<file path="config.mk">
export PLATFORM = sky130hd
export DESIGN_NAME = uart_command_line_matcher_core
export DESIGN_NICKNAME = d
export VERILOG_FILES = /design/src/hdl/ucl_pkg.sv /design/src/hdl/uart_command_line_matcher_core.sv /design/src/hdl/ucl_step.sv
export SDC_FILE = /design/constraint.sdc
export NUM_CORES = 1
export LEC_CHECK = 0
export ABC_CLOCK_PERIOD_IN_PS = 2900
export BUFFER_PORTS_ARGS = -buffer_cell sky130_fd_sc_hd__clkbuf_2
export CAP_MARGIN = 20
export CELL_PAD_IN_SITES_DETAIL_PLACEMENT = 1
export CELL_PAD_IN_SITES_GLOBAL_PLACEMENT = 1
export CORE_MARGIN = 3
export CORE_UTILIZATION = 37
export CTS_CLUSTER_DIAMETER = 50
export DETAILED_ROUTE_END_ITERATION = 16
export PLACE_DENSITY = 0.81
export REMOVE_ABC_BUFFERS = 1
export SLEW_MARGIN = 20
export SYNTH_ARGS = -nofsm -noshare
export SYNTH_HDL_FRONTEND = slang
export SYNTH_SLANG_ARGS = --single-unit
</file>
<file path="constraint.sdc">
create_clock -name clk -period 2.9 [get_ports clk]
set_input_delay 0.87 -clock clk [delete_from_list [all_inputs] [get_ports clk]]
set_output_delay 0.87 -clock clk [all_outputs]
set_load 0.02 [all_outputs]
</file>
<file path="src/hdl/ucl_pkg.sv">
// ----------------------------------------------------------------------------
// ucl_pkg
// Shared types and constants for the UART command line matcher.
// ----------------------------------------------------------------------------
package ucl_pkg;

  // line end and printable range
  localparam logic [7:0] CHAR_LF  = 8'h0a;
  localparam logic [7:0] CHAR_CR  = 8'h0d;
  localparam logic [7:0] PRINT_LO = 8'h20;
  localparam logic [7:0] PRINT_HI = 8'h7e;

  // command word storage
  localparam int CMD_CHARS_MAX = 10;
  localparam int CMD_LOW_W     = 64;
  localparam int CMD_HIGH_W    = 16;
  localparam int CMD_LEN_W     = 4;

  localparam logic [CMD_LOW_W-1:0]  CMD_LOW_RST  = 64'h4554_5F45_5449_5257;
  localparam logic [CMD_HIGH_W-1:0] CMD_HIGH_RST = 16'h5453;
  localparam logic [CMD_LEN_W-1:0]  CMD_LEN_RST  = 4'd10;

  // configuration register indexes
  localparam int CFG_IDX_W = 2;
  localparam logic [CFG_IDX_W-1:0] CFG_IDX_CMD_LOW  = 2'd0;
  localparam logic [CFG_IDX_W-1:0] CFG_IDX_CMD_HIGH = 2'd1;
  localparam logic [CFG_IDX_W-1:0] CFG_IDX_CMD_LEN  = 2'd2;

  typedef enum logic [2:0] {
    EV_NONE     = 3'd0,
    EV_ACCEPT   = 3'd1,
    EV_MISMATCH = 3'd2,
    EV_OVERLONG = 3'd3,
    EV_INVALID  = 3'd4,
    EV_BARE_CR  = 3'd5
  } ucl_event_t;

  typedef struct packed {
    logic prefix_matches;
    logic line_invalid;
    logic line_overflow;
    logic carriage_pending;
  } ucl_flags_t;

  localparam ucl_flags_t FLAGS_CLEAR = '{
    prefix_matches:   1'b1,
    line_invalid:     1'b0,
    line_overflow:    1'b0,
    carriage_pending: 1'b0
  };

  // packed so that command_accepted sits in bit 0
  typedef struct packed {
    logic       stray_byte;
    ucl_event_t line_event;
    logic       command_accepted;
  } ucl_result_t;

  localparam int RESULT_W = $bits(ucl_result_t);
  localparam int OUT_W    = 8;

endpackage

</file>
<file path="src/hdl/uart_command_line_matcher_core.sv">
// ----------------------------------------------------------------------------
// uart_command_line_matcher_core
// Recognizes a received text line equal to a configured command word.
// ----------------------------------------------------------------------------
// an accepted rx item has its result item registered and valid in the next cycle
// throughput: one item per cycle while results are taken, set by the single result register
// the input side stays ready while the result register is empty or being taken
// reset: synchronous active-low, clears line state and restores the command
// word to its default, no result pending afterwards
module uart_command_line_matcher_core #(
  parameter int LINE_CAPACITY     = 32,
  parameter int MAX_COMMAND_CHARS = 10
) (
  input  logic                             clk,
  input  logic                             rst_n,
  // tdata: rx_byte[7:0]
  input  logic                             in_tvalid,
  output logic                             in_tready,
  input  logic [7:0]                       in_tdata,
  // tdata: command_accepted[0], line_event[3:1], stray_byte[4], zero[7:5]
  output logic                             out_tvalid,
  input  logic                             out_tready,
  output logic [ucl_pkg::OUT_W-1:0]        out_tdata,
  input  logic                             cfg_valid,
  output logic                             cfg_ready,
  input  logic [ucl_pkg::CFG_IDX_W-1:0]    cfg_index,
  input  logic [ucl_pkg::CMD_LOW_W-1:0]    cfg_data
);
  import ucl_pkg::*;

  localparam int LEN_W = $clog2(LINE_CAPACITY);

  logic [CMD_LOW_W-1:0]  cmd_low_r;
  logic [CMD_HIGH_W-1:0] cmd_high_r;
  logic [CMD_LEN_W-1:0]  cmd_len_r;
  logic [LEN_W-1:0]      line_length_r;
  logic [LEN_W-1:0]      line_length_nxt;
  ucl_flags_t            flags_r;
  ucl_flags_t            flags_nxt;
  ucl_result_t           result_nxt;
  ucl_result_t           result_r;
  logic                  out_valid_r;
  logic                  in_fire;

  assign cfg_ready  = 1'b1;
  assign in_tready  = !out_valid_r || out_tready;
  assign in_fire    = in_tvalid && in_tready;
  assign out_tvalid = out_valid_r;
  assign out_tdata  = {(OUT_W - RESULT_W)'(0), result_r};

  ucl_step #(
    .LINE_CAPACITY     (LINE_CAPACITY),
    .MAX_COMMAND_CHARS (MAX_COMMAND_CHARS),
    .LEN_W             (LEN_W)
  ) u_step (
    .rx_byte            (in_tdata),
    .line_length        (line_length_r),
    .flags              (flags_r),
    .command_low_bytes  (cmd_low_r),
    .command_high_bytes (cmd_high_r),
    .command_length     (cmd_len_r),
    .line_length_nxt    (line_length_nxt),
    .flags_nxt          (flags_nxt),
    .result             (result_nxt)
  );

  always_ff @(posedge clk) begin
    if (!rst_n) begin
      cmd_low_r  <= CMD_LOW_RST;
      cmd_high_r <= CMD_HIGH_RST;
      cmd_len_r  <= CMD_LEN_RST;
    end else if (cfg_valid && cfg_ready) begin
      case (cfg_index)
        CFG_IDX_CMD_LOW:  cmd_low_r  <= cfg_data;
        CFG_IDX_CMD_HIGH: cmd_high_r <= cfg_data[CMD_HIGH_W-1:0];
        CFG_IDX_CMD_LEN:  cmd_len_r  <= cfg_data[CMD_LEN_W-1:0];
        default: ;
      endcase
    end
  end

  always_ff @(posedge clk) begin
    if (!rst_n) begin
      line_length_r <= '0;
      flags_r       <= FLAGS_CLEAR;
      out_valid_r   <= 1'b0;
    end else begin
      if (in_fire) begin
        line_length_r <= line_length_nxt;
        flags_r       <= flags_nxt;
        out_valid_r   <= 1'b1;
      end else if (out_tready) begin
        out_valid_r   <= 1'b0;
      end
    end
  end

  always_ff @(posedge clk) begin
    if (in_fire) begin
      result_r <= result_nxt;
    end
  end

  a_accept_event: assert property (@(posedge clk) disable iff (!rst_n)
    out_valid_r && result_r.command_accepted |-> result_r.line_event == EV_ACCEPT)
    else $error("accepted flag without accept event");

  a_stall_blocks: assert property (@(posedge clk) disable iff (!rst_n)
    out_valid_r && !out_tready |-> !in_tready)
    else $error("input taken while result stalled");

  a_lf_clears: assert property (@(posedge clk) disable iff (!rst_n)
    in_fire && in_tdata == CHAR_LF |=> line_length_r == '0 && flags_r == FLAGS_CLEAR)
    else $error("line state not cleared after lf");

  a_len_bound: assert property (@(posedge clk) disable iff (!rst_n)
    32'(line_length_r) <= 32'(LINE_CAPACITY - 1))
    else $error("line length beyond capacity");

  a_ovf_no_grow: assert property (@(posedge clk) disable iff (!rst_n)
    in_fire && flags_r.line_overflow && !flags_r.carriage_pending &&
    in_tdata != CHAR_LF && in_tdata != CHAR_CR |=> $stable(line_length_r))
    else $error("overlong line kept growing");

endmodule

</file>
<file path="src/hdl/ucl_step.sv">
// ----------------------------------------------------------------------------
// ucl_step
// Per-byte line tracking: next line state and the result for one rx byte.
// ----------------------------------------------------------------------------
module ucl_step #(
  parameter int LINE_CAPACITY     = 32,
  parameter int MAX_COMMAND_CHARS = 10,
  parameter int LEN_W             = $clog2(LINE_CAPACITY)
) (
  input  logic [7:0]                       rx_byte,
  input  logic [LEN_W-1:0]                 line_length,
  input  ucl_pkg::ucl_flags_t              flags,
  input  logic [ucl_pkg::CMD_LOW_W-1:0]    command_low_bytes,
  input  logic [ucl_pkg::CMD_HIGH_W-1:0]   command_high_bytes,
  input  logic [ucl_pkg::CMD_LEN_W-1:0]    command_length,
  output logic [LEN_W-1:0]                 line_length_nxt,
  output ucl_pkg::ucl_flags_t              flags_nxt,
  output ucl_pkg::ucl_result_t             result
);
  import ucl_pkg::*;

  localparam logic [LEN_W-1:0] LEN_LAST = LEN_W'(LINE_CAPACITY - 1);

  logic [CMD_LOW_W+CMD_HIGH_W-1:0] cmd_chars;
  logic                            active;
  ucl_event_t                      drop_lf;
  ucl_event_t                      drop_cr;
  logic                            len_ok;
  logic                            accept_ok;
  logic [LEN_W-1:0]                base_len;
  ucl_flags_t                      base_flags;
  logic                            base_active;
  logic                            printable;
  logic [7:0]                      cmd_char;
  logic                            in_cmd;

  assign cmd_chars = {command_high_bytes, command_low_bytes};
  assign active    = (line_length != '0) || flags.line_invalid || flags.line_overflow;
  assign printable = (rx_byte >= PRINT_LO) && (rx_byte <= PRINT_HI);

  always_comb begin
    if (!active) begin
      drop_lf = EV_NONE;
      drop_cr = EV_NONE;
    end else if (flags.line_overflow) begin
      drop_lf = EV_OVERLONG;
      drop_cr = EV_OVERLONG;
    end else if (flags.line_invalid) begin
      drop_lf = EV_INVALID;
      drop_cr = EV_INVALID;
    end else begin
      drop_lf = EV_MISMATCH;
      drop_cr = EV_BARE_CR;
    end
  end

  assign len_ok = (command_length != '0) &&
                  (32'(command_length) <= 32'(MAX_COMMAND_CHARS)) &&
                  (32'(line_length) == 32'(command_length));
  assign accept_ok = !flags.line_invalid && !flags.line_overflow &&
                     flags.prefix_matches && len_ok;

  // line state after a pending carriage return drops the line
  assign base_len    = flags.carriage_pending ? '0 : line_length;
  assign base_flags  = flags.carriage_pending ? FLAGS_CLEAR : flags;
  assign base_active = (base_len != '0) || base_flags.line_invalid ||
                       base_flags.line_overflow;

  // command character at the current position
  always_comb begin
    cmd_char = '0;
    in_cmd   = 1'b0;
    for (int i = 0; i < MAX_COMMAND_CHARS; i++) begin
      if (32'(base_len) == 32'(i)) begin
        cmd_char = cmd_chars[8*i +: 8];
        in_cmd   = 1'b1;
      end
    end
  end

  always_comb begin
    line_length_nxt = line_length;
    flags_nxt       = flags;
    result          = '{stray_byte: 1'b0, line_event: EV_NONE, command_accepted: 1'b0};
    if (rx_byte == CHAR_LF) begin
      result.command_accepted = accept_ok;
      result.line_event       = accept_ok ? EV_ACCEPT : drop_lf;
      line_length_nxt         = '0;
      flags_nxt               = FLAGS_CLEAR;
    end else if (rx_byte == CHAR_CR) begin
      if (flags.carriage_pending) begin
        result.line_event = drop_cr;
        line_length_nxt   = '0;
        flags_nxt         = FLAGS_CLEAR;
      end
      flags_nxt.carriage_pending = 1'b1;
    end else begin
      result.line_event = flags.carriage_pending ? drop_cr : EV_NONE;
      line_length_nxt   = base_len;
      flags_nxt         = base_flags;
      if (!printable) begin
        if (!base_active) begin
          result.stray_byte = 1'b1;
        end else begin
          flags_nxt.line_invalid = 1'b1;
        end
      end else if (!base_flags.line_invalid && !base_flags.line_overflow) begin
        if (base_len == LEN_LAST) begin
          flags_nxt.line_overflow = 1'b1;
        end else begin
          if (in_cmd && (32'(base_len) < 32'(command_length)) && (rx_byte != cmd_char)) begin
            flags_nxt.prefix_matches = 1'b0;
          end
          line_length_nxt = base_len + 1'b1;
        end
      end
    end
  end

endmodule

</file>
==> impl_results.md <==
* Hold-fix buffers, CTS at 0
* Synth unique cells at 69
* Async SR Flop Fraction at 0
* Final setup fails at 0
* Clock power frac at 0.414
* Worst slew margin at 0.491
* Reg clk slew, reported paths at 0.07 ns
* Clock skew at 0.00534 ns
* Placer Congestion at 0.934
* Diodes inserted at 0
* Seq cells post-synth at 99
* Total congestion overflow at 0
* Syn Inst Count at 679
* Synth Cell Area at 0.00521 mm²
* Root Driver: clkbuf_16
* I/O Pins at 90
* Seq pwr share at 0.464
* Number of buffers created by CTS at 9
* Cell taking the most area after synthesis: dfxtp_1
* Worst Hold Margin at 0.476 ns
* Drt pass-1 iters at 6
* Final Max Tran Viols at 0
* Max Cap Viol at 0
* Tmin final at 2.73 ns
* Share of the synthesized area in the top cell type at 0.361
* Core Util, Final at 0.469
* Slowest stage delay, CP at 0.47 ns
* WL/cell at 18.7 µm
* Power Density at 499 mW/mm²
* CP max FO at 28
* Status: finished, final reports clean
* Sw frac at 0.258
* Final Total Pwr at 3.16 mW
* Leakage at 2.66 nW
* Max clock buf depth at 2
* Class of the worst hold path: reg2reg
* CTS H-tree depth at 3
* Hold Fails Final Rpt at 0
* Placed instance count at 926
* Clk_lat worst skew at 0.35 ns
* Residual DRC count at 0
* Total number of yosys warnings at 0
* First-pass GRT wire length at 28600 µm
* Final wirelength at 17700 µm
* Critical Path End Type: flip-flop
* Startpoint types: flip-flop
* Starting density of the core at 0.386
* Slew of the pin with the lowest slew margin at 0.764 ns
* Sequential share of the synthesized area at 0.390
* Die width at 125 µm
* Setup CP Type: reg2reg
* Post-route worst setup slack at 0.167 ns
* Post-DRT Antenna Nets at 0
* Most used DFF post-synth: dfxtp_1
* Synth-to-layout area growth at 21.4%
* Peak supply drop at 0.252 mV
* Vias in the first global route at 5524
* Fin crit share at 0.942
* Top cells by area, synth: dfxtp_1 (36%), nand2_1 (13%), a21boi_0 (6.5%)
* Pre-CTS WS at 0.0856 ns
* WP buf/inv at 2
* Chip Height at 125 µm
* Initial antenna violation count at 0
* Unrepaired setup endpoints after global routing: no
* Fraction of layout cells with a size suffix above 1 at 0.205
* Sink Count at 99
* Total net switching power at 0.816 mW
* DR iter-0 viols at 353
* CP delay by family, top: simple AND/OR/NAND/NOR gates
* CTS tree: done
* Comb power frac at 0.122
* Core area at 0.0135 mm²
* Syn Area/Cell at 7.68 µm²
* Max Clk Rate at 0.366 GHz
* Nets at 848
* Fin cells at 945
* Number of flops mapped to enable cells by yosys at 5
* GRT Total Usage at 0.227
* Largest net degree at the start of global routing at 65
* CP arrival at 2.98 ns
* Worst Path Required at 3.14 ns
* Detailed placement HPWL at 13300 µm
* Die area at 0.0156 mm²
* CP max-delay cell: or3b_2
* Via count at 5301
* Port bufs at 85
* Num rows at 42
* Critical path cell sequence: inv_1 > nand2_1 > ha_1 > buf_12 > and2_1 > a311o_1 > o21ai_0 > o22ai_1 > or3b_2 > nand4b_1 > nor4_2 > o31a_1
* Power Internal at 2.34 mW
* Via/cell ratio at 5.61
[registers in the layout (all words and copies together), names as in the netlist]
signal         flops
cmd_high_r        16
line_length_r      5
out_tdata          5
cmd_low_r         64
flags_r            4
out_tvalid         1
cmd_len_r          4
[layout by cell type (no fill, tap or decap), drive strengths merged, types with 4 or more instances in the layout]
cell     count
a221oi      11
nand3       46
nor2b       15
nor3        11
a21o         5
nand3b       4
nor3b        4
edfxtp       5
nor2        36
nand2b       4
and3         5
buf         37
o31a         4
a2bb2oi      6
a22oi        4
ha           5
or3          4
a211oi       5
o21ai       18
mux2i        4
nor4         6
and2         4
nand4        4
dfxtp       94
nand2      177
xor2         4
clkbuf      97
o22ai        4
inv         18
o211ai       6
a21boi      45
a21oi       18
conb         4
[area by class of cell]
class                      count  area (µm²)
multi-input combinational    514        2960
clock buffer                  12         268
sequential                    99        2030
clock inverter                 4        53.8
inverter                      18        67.6
fill                        1680        7180
tap                          176         220
timing repair buffer         122         728
[metrics by stage]
step,setup TNS [ns],instance area [µm²]
5_1_grt,0,6330
4_1_cts,0,6270
3_5_place_dp,0,5950
6_report,0,6330
2_1_floorplan,-112.03,5020
3_3_place_gp,0,5950
[what timing repair did]
action,CTS,global route
resized for setup,0,9
buffers inserted,0,3
setup endpoints to repair,0,1
endpoints found under the hold margin,0,0
[cells by family after synthesis]
group,after synthesis,synth area share
AND/OR/NAND/NOR,335,0.297
XOR/XNOR,7,0.0118
other,2,0.00144
adder cells (fa/ha/maj),5,0.0120
multiplexers,4,0.00768
AO/OA/AOI/OAI,159,0.229
buffers and inverters,68,0.0521
flip-flops,99,0.390
[cell usage after synthesis, types with 4 or more instances]
library cell	instances
dfxtp_1	94
a211oi_1	4
nor3b_1	4
a221oi_1	10
nand3b_1	4
o211ai_1	6
nand2b_1	4
nor4_1	6
xor2_1	4
o22ai_1	4
and3_1	5
or3_1	4
edfxtp_1	5
and2_1	4
nor3_1	11
inv_1	17
o31a_1	4
buf_4	4
a21oi_1	18
clkbuf_1	42
a22oi_1	4
a2bb2oi_1	5
nand3_1	46
mux2i_1	4
a21boi_0	45
nor2b_1	15
nor2_1	36
nand2_1	177
ha_1	5
nand4_1	4
a21o_1	5
o21ai_0	18
[path summary, 6_finish.rpt]
check / cells after the start / from / endpoint / slack, ns
worst min-delay path: 2 / cmd_low_r[8] / cmd_low_r[8] / 0.48
worst max register to register: 12 / flags_r[0] / flags_r[3] / 0.17
worst max-delay path: 12 / flags_r[0] / flags_r[3] / 0.17
worst min register to register: 2 / cmd_low_r[8] / cmd_low_r[8] / 0.48
[per-layer routing]
metal	up-vias	wire length, µm	track usage
met4	0	372	0.0922
li1	2546	-	-
met3	19	817	0.0292
met5	-	0	0
met1	2579	7790	0.286
met2	157	8730	0.390
[worst reg2reg max path, delay by kind of cell (launching register included)]
kind | cells | cell delay, ns
and+or+nand+nor | 5 | 0.92
AOI/OAI and AO/OA | 4 | 0.86
DFF | 1 | 0.32
buffers and inverters | 2 | 0.27
adders and majority gates | 1 | 0.24
[power by group through the flow]
stage | Sequential (mW) | Clock (mW) | Combinational, mW
floorplan | 1.49 | 0 | 0.203
finish | 1.47 | 1.31 | 0.386
detailed placement | 1.50 | 0 | 0.378
global route | 1.47 | 1.38 | 0.430
global placement | 1.49 | 0 | 0.362
CTS | 1.46 | 1.33 | 0.381
Note: power is estimated with default switching activity, not from simulation.
